**src/hw/rtl/lsm_pkg.sv**
```systemverilog
// lsm_pkg: shared widths, codes and command/status types of the MAC table.
// No dependencies; every other file of the block imports it.
package lsm_pkg;

  localparam int PORT_W    = 5;
  localparam int TYPE_W    = 16;
  localparam int MAC_W     = 48;
  localparam int LIFE_W    = 4;
  localparam int ACT_W     = 3;
  localparam int CFG_IDX_W = 2;
  localparam int CFG_DAT_W = 16;

  localparam int TABLE_ENTRIES_DEF = 64;
  localparam int PORT_COUNT        = 16;

  localparam logic [PORT_W-1:0] CONTROL_PORT = PORT_W'(1);
  localparam logic [PORT_W-1:0] NO_PORT      = '0;
  localparam logic [LIFE_W-1:0] LIFE_RST     = LIFE_W'(10);
  localparam logic [LIFE_W-1:0] LIFE_ONE     = LIFE_W'(1);

  // result actions
  localparam logic [ACT_W-1:0] ACT_FORWARD   = 3'd0;
  localparam logic [ACT_W-1:0] ACT_FLOOD     = 3'd1;
  localparam logic [ACT_W-1:0] ACT_DROP_SAME = 3'd2;
  localparam logic [ACT_W-1:0] ACT_DROP_TYPE = 3'd3;
  localparam logic [ACT_W-1:0] ACT_AGED      = 3'd4;

  // configuration register indexes
  localparam logic [CFG_IDX_W-1:0] CFG_CTL_TYPE  = 2'd0;
  localparam logic [CFG_IDX_W-1:0] CFG_DATA_TYPE = 2'd1;
  localparam logic [CFG_IDX_W-1:0] CFG_LIFETIME  = 2'd2;

  typedef struct packed {
    logic load_in;   // capture the request header
    logic exec;      // classify, age or learn
    logic load_out;  // move the result into the output register
  } lsm_cmd_t;

  typedef struct packed {
    logic out_free;  // output register can take a result this cycle
  } lsm_stat_t;

endpackage

```
**src/hw/rtl/lsm_ctrl.sv**
```systemverilog
// lsm_ctrl: sequencing state machine of the MAC table (idle, execute, finish).
// Depends on lsm_pkg; drives the datapath through lsm_cmd_t.
module lsm_ctrl import lsm_pkg::*; (
  input  logic      clk,
  input  logic      rst_n,
  input  logic      in_valid,
  output logic      in_ready,
  input  lsm_stat_t stat,
  output lsm_cmd_t  cmd
);

  typedef enum logic [2:0] {
    S_IDLE = 3'b001,
    S_EXEC = 3'b010,
    S_FIN  = 3'b100
  } state_t;

  state_t state_r, state_nxt;

  always_comb begin
    in_ready     = (state_r == S_IDLE) || ((state_r == S_FIN) && stat.out_free);
    cmd.load_in  = in_valid && in_ready;
    cmd.exec     = (state_r == S_EXEC);
    cmd.load_out = (state_r == S_FIN) && stat.out_free;
  end

  always_comb begin
    state_nxt = state_r;
    case (state_r)
      S_IDLE: begin
        if (cmd.load_in) state_nxt = S_EXEC;
      end
      S_EXEC: begin
        state_nxt = S_FIN;
      end
      S_FIN: begin
        if (stat.out_free) state_nxt = cmd.load_in ? S_EXEC : S_IDLE;
      end
      default: begin
        state_nxt = S_IDLE;
      end
    endcase
  end

  always_ff @(posedge clk) begin
    if (!rst_n) state_r <= S_IDLE;
    else        state_r <= state_nxt;
  end

endmodule

```
**config.mk**
```make
export PLATFORM = sky130hd
export DESIGN_NAME = lsm_ctrl
export DESIGN_NICKNAME = d
export VERILOG_FILES = /design/src/hw/rtl/lsm_pkg.sv /design/src/hw/rtl/lsm_ctrl.sv
export SDC_FILE = /design/constraint.sdc
export NUM_CORES = 1
export LEC_CHECK = 0
export CORE_AREA = 2 2 39 41
export CTS_BUF_LIST = sky130_fd_sc_hd__clkbuf_8
export CTS_CLUSTER_DIAMETER = 40
export DETAILED_ROUTE_END_ITERATION = 8
export DIE_AREA = 0 0 41 43
export DONT_BUFFER_PORTS = 1
export PLACE_DENSITY_LB_ADDON = 0.25
export SYNTH_ARGS = -nofsm -noshare
export SYNTH_HDL_FRONTEND = slang
export SYNTH_SLANG_ARGS = --single-unit
```
**constraint.sdc**
```tcl
create_clock -name clk -period 1.5 [get_ports clk]
set_input_delay 0.15 -clock clk [delete_from_list [all_inputs] [get_ports clk]]
set_output_delay 0.15 -clock clk [all_outputs]
set_load 0.01 [all_outputs]
```
==> results.yml <==
layout:
  num-fill-cells: 160
  area_delta_synth_final_pct: 40.0
  antenna_cells: 0
  finish.net_count: 28
  drive_above_1_share_pct: 17.4
  largest_reg_flops: 3
  top_register: "state_r"
  reg.largest.list: "state_r (3)"
clock_network:
  clk-insertion-delay-late_ns: 0.22
  root_buffer: "clkbuf_8"
  cts_setup_buffers: 0
  clk_path_buf_depth: 2
  cts_resized: 0
  cts-htree-levels: 1
  cts_tree: "yes"
  ctsHoldBuffers: 0
  numClockSinks: 3
  cts_buffers: 3
  clk_pin_slew_worst_paths_ns: 0.03
timing:
  max_freq_mhz: 810
  hold_violations: 0
  period_share_pct: 82.3
  fin_crit_ns: 1.24
  setup_viol: 0
  max_slew_margin_pct: 75.0
  slew_violations: 0
  worst_pin_slew_ns: 0.374
  finalClockSkew_ns: 0.00123
  rsz0062_at_grt: "no"
  tns_ns: 0
  fin_ws_ns: 0.265
yosys:
  netlist_instances: 19
  netlist.area_leader.share_pct: 36.9
  yosysUniqueCellTypes: 14
  syn_nets: 23
  yosys-top-cells-area: "dfxtp_1, nand2b_1, a21oi_2"
  synth_edf_count: 0
  ys_ff_latch: 3
  synth.cell_area_sq_um: 163
  ys_async_sr_fraction_pct: 0
  postSynthAreaPerCell_sq_um: 8.56
  yosysWarningCount: 0
  yosysTopAreaCell: "dfxtp_1"
  ys.flop_type: "dfxtp_1"
  ys_seq_area_share_pct: 36.9
  synthTopCellsByCount: "dfxtp_1, nand2b_1, nor2_1"
run_status:
  outcome: "finished clean"
global_routing:
  track_usage_pct: 6.51
  overflow: 0
  antenna_found_initial: 0
  grt_pass1_vias: 159
  grt_max_degree: 7
  grt_first_pass_wirelength_um: 690
die:
  die_w_um: 41
  rows: 14
  die_h_um: 43
  design.core.area_sq_um: 1380
  initial_core_util_pct: 11.8
  die_area_sq_um: 1760
  design.portCount: 8
placed_design:
  pre_cts_ws_ns: 0.482
  io_buffers: 0
  gp_congestion: 0.560
  dp_hpwl_um: 314
critical_path:
  cp_max_fo: 4
  r2r-start: "state_r[0]"
  worstPathArrival_ns: 1.09
  worstPathRequired_ns: 1.35
  path_class: "flop to output port"
  cp-startpoint: "state_r[1]"
  crit_path_end_kind: "output port"
  crit_path_start_kind: "flop"
routing:
  routedWlPerCell_um: 9.64
  dr.pass1.iters: 2
  viasPerCell: 3.74
  drt_wl_total_um: 376
  drtIter0Drc: 1
  antenna_left: 0
  route.detailed.drc: 0
  routed-via-count: 146
power:
  finalPower_uw: 341
  powerDensity_nw_per_um2: 1500
  peakVddDrop_mv: 0.297
  leakage_uw: 0.0000933
min_path:
  hp-class: "primary input to flop"
  hold_start: "rst_n"
flow_run:
  drv_cap: 0
final timing paths:
kind                 to  slack (ns)  depth (start not counted)
max              cmd[0]        0.26                          2
min          state_r[0]        0.01                          1
max reg2reg  state_r[1]        0.53                          3
min reg2reg  state_r[2]        0.58                          1
layout by cell type (no fill, tap or decap):
cell type  n
nor2_1     2
a21oi_2    1
nand3b_1   1
and3b_1    1
nor3_1     1
clkbuf_8   3
and2b_1    1
inv_1      1
a21oi_1    1
nor3b_1    1
and2_1     1
or2b_1     1
dfxtp_1    3
nand2b_1   3
o31ai_1    1
o21ai_1    1
cell type report:
class                           instances  area [sq um]  area share (%)
Clock buffer                            3          41.3            18.1
Multi-Input combinational cell         16           103            45.1
Tap cell                               16          20.0            8.79
Clock inverter                          1          3.75            1.65
Sequential cell                         3          60.1            26.4
worst max-delay path, stage by stage (launching register included):
cell and delay, ns:
dfxtp_1 0.32, nand2b_1 0.18, nor3b_1 0.37
metal layers:
metal | wire [um] | part of all wire [%] | up-vias | track usage, %
met4 | 16 | 4.3 | 0 | 8.00
met3 | 43 | 11 | 2 | 4.71
li1 | - | - | 73 | -
met2 | 199 | 53 | 5 | 8.13
met5 | 0 | 0 | - | 0
met1 | 116 | 31 | 66 | 5.75
kinds of logic (layout without fill, tap and decap cells):
| family | count (synthesis) | in the layout | synth area share (%) |
|---|---|---|---|
| compound gates | 4 | 4 | 16.2 |
| buf+inv | 0 | 4 | 0 |
| flops | 3 | 3 | 36.9 |
| simple gates | 12 | 12 | 46.9 |
through the flow:
stage	instance area [sq um]	hold slack (ns)	util (%)	cells
after floorplan	163	0.221	-	19
after global placement	183	0.229	13.2	35
after detailed placement	183	0.231	13.2	35
after CTS	228	0.0116	16.5	39
after global routing	228	0.0228	16.5	39
final	228	0.0107	16.5	39
report_power, final:
group / internal, uW / leakage (uW) / switching [uW] / total [uW]
sequential: 84.7 / 0.0000246 / 4.50 / 89.2
combinational: 10.5 / 0.0000417 / 13.5 / 24.0
clock: 174 / 0.0000269 / 53.5 / 228
(Power assumes the default switching activity.)
